$ cat src/design/fixed_point_dense_layer_mac_core_defines.svh
// ----------------------------------------------------------------------------
// Assertion macros for the dense layer MAC core
// Shared concurrent checks, clocked on the rising edge, off during reset.
// ----------------------------------------------------------------------------
`ifndef FIXED_POINT_DENSE_LAYER_MAC_CORE_DEFINES_SVH
`define FIXED_POINT_DENSE_LAYER_MAC_CORE_DEFINES_SVH

// Condition must hold at every clock edge out of reset
`define FPDL_ASSERT_ALWAYS(label, clk, rst_n, cond, msg) \
    label: assert property (@(posedge clk) disable iff (!rst_n) (cond)) else $error(msg);

// Antecedent implies consequent in the same cycle
`define FPDL_ASSERT_IMPLY(label, clk, rst_n, ante, cons, msg) \
    label: assert property (@(posedge clk) disable iff (!rst_n) (ante) |-> (cons)) \
        else $error(msg);

`endif

$ cat src/design/fpdl_pkg.sv
// ----------------------------------------------------------------------------
// fpdl_pkg
// Sizes, codes and shared types of the fixed-point dense layer MAC core.
// ----------------------------------------------------------------------------
package fpdl_pkg;

    localparam int MAX_INPUTS  = 1024;
    localparam int MAX_OUTPUTS = 16;
    localparam int DATA_WIDTH  = 16;

    localparam int IN_W    = $clog2(MAX_INPUTS) + 1;     // in_size register
    localparam int OUT_W   = $clog2(MAX_OUTPUTS) + 1;    // out_size register
    localparam int NEU_W   = 4;                          // neuron field
    localparam int FRAC_W  = 4;
    localparam int IDX_W   = 14;
    localparam int ACT_AW  = $clog2(MAX_INPUTS);
    localparam int BIAS_AW = $clog2(MAX_OUTPUTS);
    localparam int W_AW    = IDX_W;
    localparam int W_DEPTH = MAX_INPUTS * MAX_OUTPUTS;
    localparam int ACC_W   = 48;
    localparam int PROD_W  = 2 * DATA_WIDTH;
    localparam int CFG_W   = IN_W;

    // command queue between front and back
    localparam int QDEPTH  = 4;
    localparam int QPTR_W  = $clog2(QDEPTH);
    localparam int QCNT_W  = $clog2(QDEPTH) + 1;

    // request codes
    localparam logic [1:0] OP_LD_W   = 2'd0;
    localparam logic [1:0] OP_LD_B   = 2'd1;
    localparam logic [1:0] OP_LD_A   = 2'd2;
    localparam logic [1:0] OP_START  = 2'd3;

    // configuration register indexes
    localparam logic [1:0] CFG_IN_SIZE   = 2'd0;
    localparam logic [1:0] CFG_OUT_SIZE  = 2'd1;
    localparam logic [1:0] CFG_FRAC_BITS = 2'd2;
    localparam logic [1:0] CFG_RELU      = 2'd3;

    // configuration reset values
    localparam logic [IN_W-1:0]   RST_IN_SIZE   = IN_W'(784);
    localparam logic [OUT_W-1:0]  RST_OUT_SIZE  = OUT_W'(10);
    localparam logic [FRAC_W-1:0] RST_FRAC_BITS = FRAC_W'(8);

    // saturation bounds of the signed data range
    localparam logic signed [ACC_W-1:0] SAT_MAX =
        ACC_W'((64'sd1 <<< (DATA_WIDTH - 1)) - 64'sd1);
    localparam logic signed [ACC_W-1:0] SAT_MIN = -SAT_MAX - ACC_W'(1);

    typedef struct packed {
        logic [1:0]                   op;
        logic [IDX_W-1:0]             index;
        logic signed [DATA_WIDTH-1:0] value;
    } t_cmd;

    typedef struct packed {
        logic [IN_W-1:0]   in_size;
        logic [OUT_W-1:0]  out_size;
        logic [FRAC_W-1:0] frac_bits;
        logic              relu;
    } t_cfg;

    typedef struct packed {
        logic [OUT_W-1:0] no;      // neuron count of the running start
        logic             relu;    // ReLU mode of the running start
    } t_back_stat;

    typedef struct packed {
        logic [QCNT_W-1:0] level;
    } t_q_stat;

endpackage

$ cat src/design/fpdl_front.sv
// ----------------------------------------------------------------------------
// fpdl_front
// Input stage: takes request transfers, drops loads aimed outside the
// stores and holds one classified command for the queue.
// ----------------------------------------------------------------------------
module fpdl_front (
    input  logic                                 i_clk,
    input  logic                                 i_rst_n,
    input  logic                                 i_valid,
    output logic                                 o_ready,
    input  logic [1:0]                           i_req_type,
    input  logic [fpdl_pkg::IDX_W-1:0]           i_index,
    input  logic signed [fpdl_pkg::DATA_WIDTH-1:0] i_value,
    output logic                                 o_cmd_valid,
    input  logic                                 i_cmd_ready,
    output fpdl_pkg::t_cmd                       o_cmd
);

    logic           r_valid;
    logic           n_valid;
    fpdl_pkg::t_cmd r_cmd;
    logic           accept;
    logic           keep;

    assign o_ready     = !r_valid || i_cmd_ready;
    assign accept      = i_valid && o_ready;
    assign o_cmd_valid = r_valid;
    assign o_cmd       = r_cmd;

    // classify: keep starts and loads whose index lands in a store
    always_comb begin
        case (i_req_type)
            fpdl_pkg::OP_LD_W:  keep = 1'b1;
            fpdl_pkg::OP_LD_B:  keep = (i_index < fpdl_pkg::IDX_W'(fpdl_pkg::MAX_OUTPUTS));
            fpdl_pkg::OP_LD_A:  keep = (i_index < fpdl_pkg::IDX_W'(fpdl_pkg::MAX_INPUTS));
            fpdl_pkg::OP_START: keep = 1'b1;
            default:            keep = 1'b0;
        endcase
    end

    // hold the command until the queue takes it
    always_comb begin
        if (accept) begin
            n_valid = keep;
        end else begin
            n_valid = r_valid && !i_cmd_ready;
        end
    end

    always_ff @(posedge i_clk) begin
        if (!i_rst_n) begin
            r_valid <= 1'b0;
        end else begin
            r_valid <= n_valid;
        end
    end

    always_ff @(posedge i_clk) begin
        if (accept) begin
            r_cmd.op    <= i_req_type;
            r_cmd.index <= i_index;
            r_cmd.value <= i_value;
        end
    end

endmodule

$ cat config.mk
export PLATFORM = sky130hd
export DESIGN_NAME = fpdl_front
export DESIGN_NICKNAME = d
export VERILOG_FILES = /design/src/design/fixed_point_dense_layer_mac_core_defines.svh /design/src/design/fpdl_pkg.sv /design/src/design/fpdl_front.sv
export SDC_FILE = /design/constraint.sdc
export NUM_CORES = 1
export LEC_CHECK = 0
export ABC_AREA = 0
export BUFFER_PORTS_ARGS = -buffer_cell sky130_fd_sc_hd__buf_4
export CORE_ASPECT_RATIO = 0.9
export CORE_MARGIN = 2
export CORE_UTILIZATION = 39
export CTS_BUF_LIST = sky130_fd_sc_hd__clkbuf_4 sky130_fd_sc_hd__clkbuf_8
export DETAILED_ROUTE_END_ITERATION = 10
export PLACE_DENSITY = 0.77
export SYNTH_ARGS = -nofsm -noshare
export SYNTH_HDL_FRONTEND = slang
export SYNTH_SLANG_ARGS = --single-unit
$ cat constraint.sdc
create_clock -name i_clk -period 1.6 [get_ports i_clk]
set_input_delay 0 -clock i_clk [delete_from_list [all_inputs] [get_ports i_clk]]
set_output_delay 0 -clock i_clk [all_outputs]
set_load 0.05 [all_outputs]
# Word-level counts from Yosys, hierarchy flattened

Index checks and enable logic that the tools add are counted.

Mux-type cells: 2
Reduce and logical (&&, ||, !) cells: 7
Eq/ne operators: 3
Magnitude comparators: 2

Operator list:

| operator                                             | number |
|---|---|
| < comparator 14 x 11 -> 1 bit, second input constant | 1 |
| < comparator 14 x 5 -> 1 bit, second input constant  | 1 |
| equality test 2 bit, second input constant           | 2 |
| one-hot mux 1 bit (3 select lines)                   | 1 |
| equality test 2 x 1 -> 1 bit, second input constant  | 1 |
| logical AND 1 bit                                    | 2 |
| zero test 1 bit                                      | 2 |
| zero test 2 bit                                      | 1 |
| OR reduction 2 bit                                   | 1 |
| logical OR 1 bit                                     | 1 |
| two-way mux 1 bit                                    | 1 |

Register bits after elaboration: 33
Word-level logic and storage cells: 18
Input bits: 36

# Logic depth before layout (Yosys ltp)

Depth after elaboration: 4
Mapped depth: 5

# Worst setup path before layout

Ideal clock, no wire load.

Path type: reg2reg
Start point: register r_valid, in the netlist o_cmd_valid
End point: register r_cmd (netlist bit o_cmd[0]), enable pin
Required time: 1.208 ns
Arrival time: 1.844 ns
Clock period less this slack: 2.236 ns
Stages on the path, launching flop included: 3
Path slack: -0.636 ns
Path through: dfxtp_1 -> nand2b_1 -> and2_1

Word-level cells in the longest chain between the ends: 3

RTL lines:

| element                | line             | RTL |
|---|---|---|
| start, declared        | fpdl_front.sv:19 | `logic r_valid;` |
| start signal, assigned | fpdl_front.sv:54 | `r_valid <= n_valid;` |
| zero test 1 bit        | fpdl_front.sv:25 | `assign o_ready = !r_valid \|\| i_cmd_ready;` |
| logical OR 1 bit       | fpdl_front.sv:25 |  |
| via o_ready            | fpdl_front.sv:10 | `output logic o_ready,` |
| logical AND 1 bit      | fpdl_front.sv:26 | `assign accept = i_valid && o_ready;` |
| via accept             | fpdl_front.sv:22 | `logic accept;` |
| end, declared          | fpdl_front.sv:21 | `fpdl_pkg::t_cmd r_cmd;` |

The timed path passes the listed nets, and every way through them passes these cells.
A chain may end at the register's enable or synchronous reset.

# Worst setup path in the final report

Start point: input i_req_type[1]
End point: register r_valid, in the netlist o_cmd_valid

Word-level cells in the longest chain between the ends: 4
Elaborated cells on any way between the ends: 7

RTL lines:

| element                                                | line             | RTL |
|---|---|---|
| start, declared                                        | fpdl_front.sv:11 | `input logic [1:0] i_req_type,` |
| equality test 2 bit or zero test 2 bit (tied branches) | fpdl_front.sv:32 | `case (i_req_type)` |
| OR reduction 2 bit (no line)                           | --               |  |
| one-hot mux 1 bit (3 select lines) (*)                 | fpdl_front.sv:32 |  |
| two-way mux 1 bit (*)                                  | fpdl_front.sv:43 | `if (accept) begin` |

Mark *: on every way between the ends. The rest lies on a longest branch, timed or not.

==> flow_summary.toml <==
[sta]
slew_violations = 0
skew_ns = 0.00741
tns_ns = 0
tightest_slew_ns = 0.402
setup_viol = 0
timing.final.crit_share = 0.901
timing.slew.headroom = 0.732
finalCriticalPeriod_ns = 1.44
grt_setup_unrepaired = "false"
finalHoldViolCount = 0
fmax_mhz = 693

[route]
drtAntennaViolNets = 0
met3_length_um = 261
drc_errors = 0
firstDrtPassIters = 4
via_count = 852
avgViaCountPerCell = 4.32
routed.top_layer = "met4"
initialDrtViolationCount = 10
wl_met1_um = 914
wirelength_mm = 2.78
wl_met2_mm = 1.55
routedWlPerCell_um = 14.1

[power_and_ir_drop]
p_sw_uw = 532
power_density_nw_per_um2 = 925
p_int_mw = 1.37
p_leak_nw = 0.872
vdd_drop_max_mv = 0.884
p_seq_frac = 0.538
p_sw_frac = 0.280
clkPwrFrac = 0.234
pwr-share-comb = 0.229

[clock_network]
cts_htree_levels = 2
clkTransAtPathRegs_ns = 0.10
tritoncts = "built"
numCtsBuffers = 5
clock_path_buffers = 2
clockRootBuffer = "clkbuf_4"
cts_sinks = 33
clock_latency_ns = 0.32

[global_route]
grt_max_degree = 33
grt_antenna_before_repair = 0
track_usage = 0.191
first_global_vias = 912
grt_first_pass_wirelength_mm = 4.10
grt_remaining_overflow = 0

[final_layout]
seqCellArea_um2 = 981
layout_commonest_cell = "buf_4"
final_cell_mix = "buf_4 (69), dlygate4sd3_1 (33), edfxtp_1 (32)"
drive_gt1_frac = 0.522
design_area_um2 = 2060
insertedDiodeCount = 0
multi_input_area_um2 = 118
nNetsFinal = 194
fillers = 156
syn_to_final_growth_pct = 87.0

[logic_synthesis]
ys_types = 13
synth_warnings = 0
netlist_instances = 47
synth.avg_cell_area_um2 = 23.4
synth_fp_nets = 85
ys_seq_elements = 33
syn_area_um2 = 1100
seq_area_frac_synth = 0.891

[floorplanning]
die_area_um2 = 3260
die_w_um = 60.0
initial_core_util = 0.404
pin_count = 70
coreArea_um2 = 2730
fp.dieH_um = 54.4
fp-row-count = 18

[critical_path]
worstReg2RegEnd = "o_cmd[12]$_DFFE_PP_"
cp_max_fo = 3
start_kind = "primary input"
path_cells = "dlygate4sd3_1, buf_4, inv_1, ha_1, or4b_4, nor3_2, o21a_1"
rrSetupSlack_ns = 0.41
ff2ff_path_depth = 2
endpoint_kind = "flip-flop"
endpoint = "o_cmd_valid$_SDFF_PN0_"
slowest_stage = "dlygate4sd3_1"
cpPeakStageDelay_ns = 0.54
critical_path_class = "in -> reg"
critPathLaunch = "i_req_type[1]"
required_ns = 1.87
rr_startpoint = "o_cmd_valid$_SDFF_PN0_"
arrival_ns = 1.72

[run_status]
status = "completed"

[run]
maxCapViolations = 0

[placed_design]
finalWeightedCongestion = 0.635
portBuffers = 69
dp_hpwl_mm = 1.71
dpl_cell_area_um2 = 1670

[hold_path]
hold_class = "in -> reg"
[power groups by stage]
stage / Combinational, mW / Clock (mW) / Sequential (mW)
CTS: 0.433 / 0.460 / 1.02
global placement: 0.362 / 0 / 1.04
finish: 0.436 / 0.445 / 1.02
floorplan: 0.0330 / 0 / 1.22
detailed placement: 0.368 / 0 / 1.04
global route: 0.454 / 0.507 / 1.03
[worst min path at each step]
stage	from	endpoint	slack [ns]	cells after the start
3_3_place_gp	i_value[8]	o_cmd[8]$_DFFE_PP_	0.18	1
4_1_cts	i_valid	o_cmd_valid$_SDFF_PN0_	0.06	4
3_5_place_dp	i_value[1]	o_cmd[1]$_DFFE_PP_	0.18	1
5_1_grt	i_valid	o_cmd_valid$_SDFF_PN0_	0.07	4
6_report	i_valid	o_cmd_valid$_SDFF_PN0_	0.09	4
2_1_floorplan	i_value[0]	o_cmd[0]$_DFFE_PP_	0.1	0
[timing repair]
action	CTS	global route
hold endpoints to repair	33	0
buffers inserted	0	0
hold buffers	33	0
gates resized for setup	0	0
[sequential cells by signal, indices dropped and copies added (netlist names)]
signal       count
o_cmd           32
o_cmd_valid      1
[metrics by stage]
stage / hold slack [ns] / power [mW] / utilization / setup WS, ns / std cells
4_1_cts: 0.0573 / 1.92 / 0.756 / 0.222 / 197
3_3_place_gp: 0.179 / 1.40 / 0.614 / 0.479 / 156
6_report: 0.0932 / 1.90 / 0.756 / 0.158 / 197
2_1_floorplan: 0.0989 / 1.25 / - / 0.0284 / 47
3_5_place_dp: 0.179 / 1.41 / 0.614 / 0.422 / 156
5_1_grt: 0.0726 / 1.99 / 0.756 / 0.121 / 197
[critical path: cells and delay by family]
kind	cells	cell delay, ns
AOI/OAI and AO/OA	1	0.15
adders and majority gates	1	0.18
buffers and inverters	3	0.74
and+or+nand+nor	2	0.64
[kinds of logic (layout without fill, tap and decap cells)]
family | count (synthesis) | count (layout) | synth area share
DFF | 33 | 33 | 0.891
and+or+nand+nor | 8 | 8 | 0.0659
adders and majority gates | 2 | 2 | 0.0227
AOI/OAI and AO/OA | 2 | 2 | 0.0136
buffers and inverters | 2 | 112 | 0.00682
[metal layers]
metal	vias to the layer above	track usage
li1	408	-
met1	390	0.165
met2	48	0.361
met3	6	0.104
met4	0	0.0778
met5	-	0
[cell usage after synthesis (all sizes together)]
cell type | number | share of area
and2 | 1 | 0.0057
dfxtp | 1 | 0.018
edfxtp | 32 | 0.87
ha | 2 | 0.023
inv | 2 | 0.0068
nand2b | 1 | 0.0057
nand3b | 2 | 0.014
nor3 | 1 | 0.0091
o211ai | 1 | 0.0068
o21a | 1 | 0.0068
or4 | 1 | 0.010
or4b | 2 | 0.022
[final cells by class]
class                           instances  share of cell area
Timing Repair Buffer                  102               0.412
Tap cell                               40              0.0243
Clock inverter                          2             0.00486
Multi-Input combinational cell         12              0.0571
Inverter                                2             0.00365
Clock buffer                            6              0.0219
Sequential cell                        33               0.476
(Power assumes the default switching activity.)
