<file path="src/design/fixed_point_dense_layer_mac_core_defines.svh">
// ----------------------------------------------------------------------------
// Assertion macros for the dense layer MAC core
// Shared concurrent checks, clocked on the rising edge, off during reset.
// ----------------------------------------------------------------------------
`ifndef FIXED_POINT_DENSE_LAYER_MAC_CORE_DEFINES_SVH
`define FIXED_POINT_DENSE_LAYER_MAC_CORE_DEFINES_SVH

// Condition must hold at every clock edge out of reset
`define FPDL_ASSERT_ALWAYS(label, clk, rst_n, cond, msg) \
    label: assert property (@(posedge clk) disable iff (!rst_n) (cond)) else $error(msg);

// Antecedent implies consequent in the same cycle
`define FPDL_ASSERT_IMPLY(label, clk, rst_n, ante, cons, msg) \
    label: assert property (@(posedge clk) disable iff (!rst_n) (ante) |-> (cons)) \
        else $error(msg);

`endif

</file>
<file path="src/design/fpdl_pkg.sv">
// ----------------------------------------------------------------------------
// fpdl_pkg
// Sizes, codes and shared types of the fixed-point dense layer MAC core.
// ----------------------------------------------------------------------------
package fpdl_pkg;

    localparam int MAX_INPUTS  = 1024;
    localparam int MAX_OUTPUTS = 16;
    localparam int DATA_WIDTH  = 16;

    localparam int IN_W    = $clog2(MAX_INPUTS) + 1;     // in_size register
    localparam int OUT_W   = $clog2(MAX_OUTPUTS) + 1;    // out_size register
    localparam int NEU_W   = 4;                          // neuron field
    localparam int FRAC_W  = 4;
    localparam int IDX_W   = 14;
    localparam int ACT_AW  = $clog2(MAX_INPUTS);
    localparam int BIAS_AW = $clog2(MAX_OUTPUTS);
    localparam int W_AW    = IDX_W;
    localparam int W_DEPTH = MAX_INPUTS * MAX_OUTPUTS;
    localparam int ACC_W   = 48;
    localparam int PROD_W  = 2 * DATA_WIDTH;
    localparam int CFG_W   = IN_W;

    // command queue between front and back
    localparam int QDEPTH  = 4;
    localparam int QPTR_W  = $clog2(QDEPTH);
    localparam int QCNT_W  = $clog2(QDEPTH) + 1;

    // request codes
    localparam logic [1:0] OP_LD_W   = 2'd0;
    localparam logic [1:0] OP_LD_B   = 2'd1;
    localparam logic [1:0] OP_LD_A   = 2'd2;
    localparam logic [1:0] OP_START  = 2'd3;

    // configuration register indexes
    localparam logic [1:0] CFG_IN_SIZE   = 2'd0;
    localparam logic [1:0] CFG_OUT_SIZE  = 2'd1;
    localparam logic [1:0] CFG_FRAC_BITS = 2'd2;
    localparam logic [1:0] CFG_RELU      = 2'd3;

    // configuration reset values
    localparam logic [IN_W-1:0]   RST_IN_SIZE   = IN_W'(784);
    localparam logic [OUT_W-1:0]  RST_OUT_SIZE  = OUT_W'(10);
    localparam logic [FRAC_W-1:0] RST_FRAC_BITS = FRAC_W'(8);

    // saturation bounds of the signed data range
    localparam logic signed [ACC_W-1:0] SAT_MAX =
        ACC_W'((64'sd1 <<< (DATA_WIDTH - 1)) - 64'sd1);
    localparam logic signed [ACC_W-1:0] SAT_MIN = -SAT_MAX - ACC_W'(1);

    typedef struct packed {
        logic [1:0]                   op;
        logic [IDX_W-1:0]             index;
        logic signed [DATA_WIDTH-1:0] value;
    } t_cmd;

    typedef struct packed {
        logic [IN_W-1:0]   in_size;
        logic [OUT_W-1:0]  out_size;
        logic [FRAC_W-1:0] frac_bits;
        logic              relu;
    } t_cfg;

    typedef struct packed {
        logic [OUT_W-1:0] no;      // neuron count of the running start
        logic             relu;    // ReLU mode of the running start
    } t_back_stat;

    typedef struct packed {
        logic [QCNT_W-1:0] level;
    } t_q_stat;

endpackage

</file>
<file path="src/design/fpdl_queue.sv">
// ----------------------------------------------------------------------------
// fpdl_queue
// Short command FIFO between the input stage and the execution engine.
// ----------------------------------------------------------------------------
module fpdl_queue (
    input  logic               i_clk,
    input  logic               i_rst_n,
    input  logic               i_valid,
    output logic               o_ready,
    input  fpdl_pkg::t_cmd     i_cmd,
    output logic               o_valid,
    input  logic               i_ready,
    output fpdl_pkg::t_cmd     o_cmd,
    output fpdl_pkg::t_q_stat  o_stat
);

    fpdl_pkg::t_cmd                  r_mem [0:fpdl_pkg::QDEPTH-1];
    logic [fpdl_pkg::QPTR_W-1:0]     r_wr_ptr;
    logic [fpdl_pkg::QPTR_W-1:0]     r_rd_ptr;
    logic [fpdl_pkg::QCNT_W-1:0]     r_count;
    logic                            push;
    logic                            pop;

    assign o_ready      = (r_count != fpdl_pkg::QCNT_W'(fpdl_pkg::QDEPTH));
    assign o_valid      = (r_count != '0);
    assign push         = i_valid && o_ready;
    assign pop          = o_valid && i_ready;
    assign o_cmd        = r_mem[r_rd_ptr];
    assign o_stat.level = r_count;

    // advance pointers and level
    always_ff @(posedge i_clk) begin
        if (!i_rst_n) begin
            r_wr_ptr <= '0;
            r_rd_ptr <= '0;
            r_count  <= '0;
        end else begin
            if (push) begin
                r_wr_ptr <= r_wr_ptr + fpdl_pkg::QPTR_W'(1);
            end
            if (pop) begin
                r_rd_ptr <= r_rd_ptr + fpdl_pkg::QPTR_W'(1);
            end
            if (push && !pop) begin
                r_count <= r_count + fpdl_pkg::QCNT_W'(1);
            end else if (pop && !push) begin
                r_count <= r_count - fpdl_pkg::QCNT_W'(1);
            end
        end
    end

    always_ff @(posedge i_clk) begin
        if (push) begin
            r_mem[r_wr_ptr] <= i_cmd;
        end
    end

endmodule

</file>
<file path="config.mk">
export PLATFORM = sky130hd
export DESIGN_NAME = fpdl_queue
export DESIGN_NICKNAME = d
export VERILOG_FILES = /design/src/design/fixed_point_dense_layer_mac_core_defines.svh /design/src/design/fpdl_pkg.sv /design/src/design/fpdl_queue.sv
export SDC_FILE = /design/constraint.sdc
export NUM_CORES = 1
export LEC_CHECK = 0
export ABC_AREA = 1
export BUFFER_PORTS_ARGS = -buffer_cell sky130_fd_sc_hd__buf_2
export CORE_ASPECT_RATIO = 0.9
export CORE_UTILIZATION = 45
export CTS_CLUSTER_SIZE = 28
export DETAILED_ROUTE_END_ITERATION = 16
export PLACE_DENSITY = 0.63
export SLEW_MARGIN = 20
export SYNTH_ARGS = -nofsm -noshare
export SYNTH_HDL_FRONTEND = slang
export SYNTH_SLANG_ARGS = --single-unit
export TNS_END_PERCENT = 50
</file>
<file path="constraint.sdc">
create_clock -name i_clk -period 3 [get_ports i_clk]
set_clock_uncertainty 0.1 [all_clocks]
set_input_delay 0.45 -clock i_clk [delete_from_list [all_inputs] [get_ports i_clk]]
set_output_delay 0.45 -clock i_clk [all_outputs]
set_load 0.1 [all_outputs]
</file>
* Yosys cells after proc, flatten, opt, wreduce, memory -nomap -nowiden
Memories as Yosys holds them, arrays and structs flattened. A register that Yosys moved wholly into a read port is not among the register bits.
Index checks and enable logic that the tools add are counted.
** Word-level totals
- Register bits after elaboration :: 7
- Memory bits (writable) :: 128
- Word-level logic and storage cells :: 23
- Memories kept :: 1
** Cells by class
- Add/sub/neg operators :: 4
- Eq/ne operators :: 1
- Muxes and demuxes :: 6
- Reduce and logical (&&, ||, !) cells :: 8
** Memories
- r_mem :: depth 4, width 32, read ports 1, clocked after memory_dff 1, wr ports 1, line fpdl_queue.sv:17 : fpdl_pkg::t_cmd r_mem [0:fpdl_pkg::QDEPTH-1];
** Operators with widths (count)
- 3-bit two-way mux :: 2
- 2-bit by 1-bit adder with 2-bit output, second input constant :: 2
- 1-bit logical AND :: 4
- 2-bit two-way mux :: 2
- 3-bit by 1-bit adder with 3-bit output, second input constant :: 1
- 3-bit inequality test, second input constant :: 1
- 3-bit nonzero test :: 1
- 3-bit by 1-bit subtractor with 3-bit output, second input constant :: 1
- 1-bit logical NOT :: 2
- 1-bit two-way mux :: 2
- 2-bit nonzero test :: 1

* Depth between registers and ports, before layout
Gate-level depths: netlist (run 1).
- Depth in word-level cells :: 6
- Depth in mapped cells :: 13

* Least setup slack after synthesis (run 1)
No wires, ideal clock.
- Path kind :: register to register
- From :: reg r_count (netlist bit o_stat[1])
- To :: mem r_mem[0][0] (netlist bit), enable pin
- Stages on the path, launching flop included :: 5
- Buffers on the path :: 0
- Path slack :: -0.674 ns
- Clock period less this slack :: 3.674 ns
- Arrival :: 3.153 ns
- Cell sequence :: dfxtp_1 > nor2_2 > nand2_2 > nand2_2 > nor2_1
** Between the ends
- Cells in the longest elaborated chain, start to end :: 4
** RTL lines
- start: declaration :: line fpdl_queue.sv:20 : logic [fpdl_pkg::QCNT_W-1:0] r_count;
- start signal: assignment :: line fpdl_queue.sv:45 : r_count <= r_count + fpdl_pkg::QCNT_W'(1);
- start signal: assignment :: line fpdl_queue.sv:47 : r_count <= r_count - fpdl_pkg::QCNT_W'(1);
- 3-bit inequality test :: line fpdl_queue.sv:24 : assign o_ready = (r_count != fpdl_pkg::QCNT_W'(fpdl_pkg::QDEPTH));
- named net o_ready :: line fpdl_queue.sv:9 : output logic o_ready,
- 1-bit logical AND :: line fpdl_queue.sv:26 : assign push = i_valid && o_ready;
- 1-bit two-way mux :: line fpdl_queue.sv:53 : if (push) begin
- 1-bit two-way mux (not written as such) :: line fpdl_queue.sv:54 : r_mem[r_wr_ptr] <= i_cmd;
- end: declaration :: line fpdl_queue.sv:17
The timed path passes the listed nets, and every way through them passes these cells.

==> results of run 1 <==
==> metrics by stage <==
stage          utilization  hold WS (ns)  TNS, ns  setup WS, ns
5_1_grt              0.559         0.125        0         0.197
3_5_place_dp         0.504         0.397        0         0.548
2_1_floorplan            -         0.364   -23.67        -0.185
6_report             0.559         0.154        0         0.296
3_3_place_gp         0.504         0.388        0         0.575
4_1_cts              0.558         0.134        0        0.0821
==> registers in the layout, indices dropped and copies added (netlist names), named ones only <==
register / count
r_mem: 128
o_stat: 3
r_rd_ptr: 2
r_wr_ptr: 2
==> logic make-up (layout without fill, tap and decap cells) <==
logic type / count (synthesis) / after routing
DFF: 137 / 137
xor gates and xnor gates: 1 / 1
and+or+nand+nor: 98 / 98
buffers and inverters: 35 / 128
adders and majority gates: 6 / 6
AOI/OAI and AO/OA: 100 / 100
==> cell type report <==
class                           count  area share
Clock buffer                       17      0.0666
Tap cell                          156      0.0306
Multi-Input combinational cell    205       0.165
Timing Repair Buffer               80      0.0658
Inverter                           16      0.0106
Sequential cell                   137       0.631
Clock inverter                     15      0.0313
==> worst reg2reg max path, stage by stage, from the launching register on <==
cell	delay, ns
dfxtp_1	0.35
nor2_2	0.18
nand2_2	0.10
nand2_2	0.21
inv_2	0.08
ha_1	0.22
inv_1	0.09
fa_1	0.41
o21ai_0	0.18
nor2_1	0.05
==> routing by layer <==
metal,global-route usage,vias up,wire length (µm)
li1,-,1546,-
met1,0.244,1562,4720
met2,0.283,100,5010
met3,0.0731,4,617
met4,0.0687,0,75
met5,0,-,0
==> how the worst max path moves through the flow <==
stage	cells after the start	from	to	slack, ns
global placement	4	flip-flop	o_cmd[25]	0.58
CTS	4	flip-flop	o_cmd[22]	0.08
global route	4	flip-flop	o_cmd[20]	0.20
floorplan	4	o_stat[1]	r_mem[0][0]	-0.18
finish	4	flip-flop	o_cmd[20]	0.30
detailed placement	4	flip-flop	o_cmd[22]	0.55
==> what timing repair did <==
action / 4_1_cts / 5_1_grt
buffers inserted: 0 / 0
gates resized for setup: 0 / 1
hold buffers: 0 / 0
setup endpoints to repair: 0 / 15
==> cell usage after synthesis, types with 4 or more instances <==
cell type | n | area share
nor2_1 | 77 | 0.055
nand3_1 | 4 | 0.0038
inv_1 | 13 | 0.0093
nand2_2 | 4 | 0.0047
buf_2 | 6 | 0.0057
o21ai_0 | 37 | 0.035
buf_6 | 9 | 0.019
o22ai_1 | 32 | 0.038
nand2_1 | 11 | 0.0078
o21ai_1 | 28 | 0.027
edfxtp_1 | 128 | 0.73
dfxtp_1 | 9 | 0.034
ha_1 | 5 | 0.012
==> placed cells by master (no fill, tap or decap), types with 2 or more instances in the layout <==
cell and count:
o21ai_1 28, clkinv_4 3, o21ai_0 37, buf_4 8
buf_2 72, nor2_1 73, clkinvlp_4 3, inv_6 2
bufinv_16 4, nand2_2 4, nand2_1 11, o22ai_1 32
dfxtp_1 8, ha_1 5, nor2_4 4, nand3_1 4
clkinv_2 2, inv_2 2, inv_1 13, a21oi_1 3
clkbuf_16 17, edfxtp_1 128
==> metrics.txt, run 1 <==
status completed; area share of fa/ha/maj cells after synthesis 0.0157; first-pass iteration count of the detailed router 4; Compound-Gate Fraction of Synth Area 0.103; Overflow after GRT 0; CP delay by family, top buffers and inverters; Worst-Margin Slew 0.606 ns; Crit Path Max Fanout 64; Post-Synth XOR/XNOR Area 0.00166; vias after detailed routing 3212; CP max-delay cell buf_2; syn_nets 419; CORE AREA 0.0114 mm²; simple-gate share of the synthesized area 0.0738; Synth cell types 22; syn avg cell area 14.0 µm²; Post-synth top flop edfxtp_1; reg2reg start o_stat[1]; DP Cell Count 594; CP peak stage delay 0.50 ns; Die W 116 µm; Reg2Reg Depth 9; Fillers 969; hold path cells 1; CTS Root Cell clkbuf_16; worst min-delay path class in2reg; first-pass GRT wire length 16.4 mm; multi-input combinational cell area 0.00105 mm²; per-cell routed wire length 16.6 µm; largest net degree at the start of global routing 65; GRT Util Overall 0.187; CP Class reg2out; hold wc startpoint i_cmd[19]; Seq/Total Area, Yosys 0.764; initial antenna violation count 0; Sink Count 137; Post-synth ARST share 0; RSZ-0062 raised after global routing false; number of max-cap violations 0; Fin. Hold Viols 0; Die Y 105 µm; capturing point of the worst reg2reg path o_stat[1]; Reg2Reg Setup Slack 0.93 ns; CP arrival 2.15 ns; CP Cell Sequence inv_8, o21ai_1, o22ai_1, buf_2; area growth from synthesis to layout 21.2%; Period Utilization, post-route 0.901; Worst EP required 2.45 ns; Final min period 2.70 ns; post-route cell area 0.00639 mm²; mux contribution to synthesized area 0; Final HPWL DP 6.03 mm; antenna viol nets, final 0; Clk Latency, worst-skew pair 0.41 ns; Reg clk slew, reported paths 0.06 ns; H-tree depth 4; worst rel slew slack 0.595; crit start category flip-flop; Placer Congestion 0.718; die area 0.0121 mm²; Max Buffers Root-to-Sink 2; drt drc 0; Synth Register Bits 137; EDFF count, synth 128; CTS buffer count 17; n_diodes 0; Syn Inst Count 377; violation count after the first detailed-route iteration 331; cell area after placement 0.00576 mm²; register area 0.00403 mm²; starting density of the core 0.461; vias per cell 5.13; Non-Filler Instances 626; YS warnings 0; Finish-stage setup viols 0; io pins 73; Buffers & Inverters on Critical Path 2; layout cells sized above 1 0.264; I/O Buffers 72; row count 37; mapped cell area 0.00527 mm²; routed wire length 10.4 mm; number of global-route vias before repair 3170; Final Max Tran Viols 0; NumNets Final 499; f_max 370 MHz; crit end category output pin; CTS tree built; largest family of logic cells by synthesized area compound AO/OA/AOI/OAI gates; Worst Hold Path EP r_mem[3][19]
Power of run 1 is left out: the tool's default activity adds up to more than one toggle a clock period on the data nets, which glitch-free logic cannot reach.
==> inputs of run 2 (changes only) <==
==> constraint.sdc (replaced) <==
create_clock -name i_clk -period 3 [get_ports i_clk]
set_clock_uncertainty 0.1 [all_clocks]
set_input_delay 0.6 -clock i_clk [delete_from_list [all_inputs] [get_ports i_clk]]
set_output_delay 0.6 -clock i_clk [all_outputs]
set_load 0.1 [all_outputs]
==> metrics.txt, run 2 (synthesized netlist as in run 1, its figures left out) <==
status completed; Crit Path Max Fanout 32; Placer Congestion 0.723; die area 0.0121 mm²; Overflow after GRT 0; Final HPWL DP 5.80 mm; layout cells sized above 1 0.264; starting density of the core 0.461; met3 usage 0.0545; Finish-stage setup viols 0; vias per cell 5.16; DP Cell Count 594; CTS hold repair buffers 0; Die Y 105 µm; layer with the highest usage met2; CP max-delay cell buf_2; GR Util met1 0.236; antenna viol nets, final 0; NumNets Final 499; I/O Buffers 72; CTS tree built; Worst EP required 2.30 ns; Fin. Hold Viols 0; n_diodes 0; drt drc 0; CORE AREA 0.0114 mm²; largest net degree at the start of global routing 65; crit end category output pin; worst min-delay path class in2reg; number of global-route vias before repair 3247; Sink Count 137; per-cell routed wire length 16.7 µm; Fillers 960; H-tree depth 4; Period Utilization, post-route 0.917; routed wire length 10.5 mm; CP peak stage delay 0.47 ns; crit start category flip-flop; io pins 73; setup repair bufs after CTS 0; initial antenna violation count 0; first-pass GRT wire length 16.6 mm; CTS Root Cell clkbuf_16; first-pass iteration count of the detailed router 4; Non-Filler Instances 626; CTS buffer count 17; Final WS setup 0.248 ns; row count 37; Clk Latency, worst-skew pair 0.41 ns; CP Cell Sequence inv_2, o21ai_0, o22ai_1, buf_2; Top reg by flops r_mem; post-cts resize count 0; Worst-Margin Slew 0.611 ns; RSZ-0062 raised after global routing false; Reg clk slew, reported paths 0.06 ns; max reg flops 128; f_max 363 MHz; CP arrival 2.05 ns; pre-CTS WS 0.650 ns; Final Max Tran Viols 0; vias after detailed routing 3231; GRT Util Overall 0.188; Die W 116 µm; CP Class reg2out; Max Buffers Root-to-Sink 2; number of max-cap violations 0; fin util 0.563; Final min period 2.75 ns; area growth from synthesis to layout 22.1%; violation count after the first detailed-route iteration 290; most frequent cells in the layout 128 x edfxtp_1, 73 x nor2_1, 72 x buf_2; met2 usage 0.295; commonest non-fill, non-tap cell in the layout edfxtp_1; worst rel slew slack 0.592
run 2: path summary, 6_finish.rpt:
check | from | end | slack [ns] | cells past startpoint
setup / recovery | flip-flop | o_cmd[28] | 0.25 | 4
setup reg to reg | o_stat[0] | o_stat[1] | 0.92 | 9
hold reg to reg | r_rd_ptr[0] | r_rd_ptr[0] | 0.42 | 2
hold / removal | i_cmd[18] | r_mem[2][18] | 0.30 | 1
run 2: metrics by stage:
stage | hold slack, ns | setup TNS [ns] | instance area [µm²]
detailed placement | 0.404 | 0 | 5770
global route | 0.289 | 0 | 6430
global placement | 0.382 | 0 | 5770
floorplan | 0.364 | -23.67 | 5280
finish | 0.302 | 0 | 6430
CTS | 0.282 | 0 | 6430
run 2: routing by layer:
metal  part of all wire  vias up
met3              0.054       11
li1                   -     1541
met4              0.013        0
met5                  0        -
met1               0.45     1585
met2               0.48       94
run 2: layout make-up:
cell class,instances,area [µm²],share of cell area
clock buffer,21,470,0.0731
clock inverter,11,193,0.0299
inverter,16,67.6,0.0105
multi-input combinational,205,1050,0.163
sequential,137,4030,0.626
tap,156,195,0.0303
timing repair buffer,80,433,0.0673
run 2: worst max-delay path, delay by kind of cell (launching register included):
kind            cells  cell delay [ns]
flops               1             0.31
buf+inv             2             0.92
compound gates      2             0.41
Power of run 2 is left out for the same reason.
==> inputs of run 3 (changes only) <==
- CORE_ASPECT_RATIO: 0.9 -> default
==> metrics.txt, run 3 (synthesized netlist as in run 1, its figures left out) <==
f_max 349 MHz; H-tree depth 4; Final Max Tran Viols 0; area growth from synthesis to layout 22.1%; routed wire length 10.3 mm; Top reg by flops r_mem; post-route cell area 0.00644 mm²; layout cells sized above 1 0.269; cell area after placement 0.00580 mm²; die area 0.0121 mm²; Overflow after GRT 0; status completed; largest net degree at the start of global routing 65; Placer Congestion 0.704; setup repair bufs after CTS 0; Sink Count 137; Reg clk slew, reported paths 0.06 ns; CP Cell Sequence buf_4, o21ai_0, o22ai_1, buf_2; vias after detailed routing 3247; I/O Buffers 72; Finish-stage setup viols 0; Period Utilization, post-route 0.956; commonest non-fill, non-tap cell in the layout edfxtp_1; number of global-route vias before repair 3048; crit start category flip-flop; Fillers 950; row count 39; CTS Root Cell clkbuf_16; first-pass iteration count of the detailed router 4; Max Buffers Root-to-Sink 2; starting density of the core 0.462; Die W 110 µm; per-cell routed wire length 16.8 µm; Crit Path Max Fanout 24; Final HPWL DP 6.07 mm; number of max-cap violations 0; worst min-delay path class in2reg; Clk Latency, worst-skew pair 0.41 ns; antenna viol nets, final 0; initial antenna violation count 1; CP peak stage delay 0.52 ns; RSZ-0062 raised after global routing false; CP max-delay cell dfxtp_1; NumNets Final 501; GRT Util Overall 0.185; violation count after the first detailed-route iteration 155; CP arrival 2.17 ns; max reg flops 128; CP Class reg2out; CTS buffer count 17; Fin. Hold Viols 0; first-pass GRT wire length 15.8 mm; vias per cell 5.27; Worst EP required 2.30 ns; most frequent cells in the layout 128 x edfxtp_1, 73 x nor2_1, 71 x buf_2; Final min period 2.87 ns; Die Y 110 µm; CORE AREA 0.0114 mm²; DP Cell Count 583; pre-CTS WS 0.411 ns; Non-Filler Instances 616; crit end category output pin; Final WS setup 0.132 ns; io pins 73; worst rel slew slack 0.605; CTS tree built; Worst-Margin Slew 0.591 ns; drt drc 0
[run 3: cell type report]
type | instances | area [µm²] | area share
Inverter | 16 | 67.6 | 0.0105
Timing Repair Buffer | 82 | 475 | 0.0739
Clock inverter | 6 | 38.8 | 0.00603
Antenna cell | 1 | 2.50 | 0.000389
Multi-Input combinational cell | 205 | 1050 | 0.163
Tap cell | 143 | 179 | 0.0278
Sequential cell | 137 | 4030 | 0.626
Clock buffer | 26 | 594 | 0.0923
[run 3: per-stage QoR]
step / utilization / hold WS (ns) / setup TNS (ns)
after floorplan: - / 0.364 / -23.67
after global placement: 0.508 / 0.383 / 0
after detailed placement: 0.508 / 0.409 / 0
after CTS: 0.563 / 0.281 / 0
after global routing: 0.563 / 0.281 / 0
final: 0.564 / 0.296 / 0
[run 3: worst paths after layout]
path / slack [ns] / to / startpoint / cells after the start
worst max-delay path: 0.13 / o_cmd[16] / flip-flop / 4
worst max register to register: 0.94 / o_stat[2] / o_stat[0] / 13
worst min-delay path: 0.30 / r_mem[3][4] / i_cmd[4] / 1
worst min register to register: 0.41 / flip-flop / r_rd_ptr[0] / 2
[run 3: worst max-delay path, delay by kind of cell (launching register included)]
family / cells / cell delay, ns
DFF: 1 / 0.52
AOI/OAI and AO/OA: 2 / 0.41
buffers and inverters: 2 / 0.82
[run 3: per-layer routing]
metal / GRT usage / vias to the layer above / wire length [µm]
met3: 0.0600 / 25 / 635
met5: 0 / - / 0
met2: 0.278 / 108 / 4850
met4: 0.0977 / 0 / 238
met1: 0.240 / 1551 / 4600
li1: - / 1563 / -
[run 3: what timing repair did]
item                       CTS  global route
setup endpoints to repair    4             1
resized for setup            1             1
hold buffers                 0             0
cloned                       0             0
Power of run 3 is left out for the same reason.
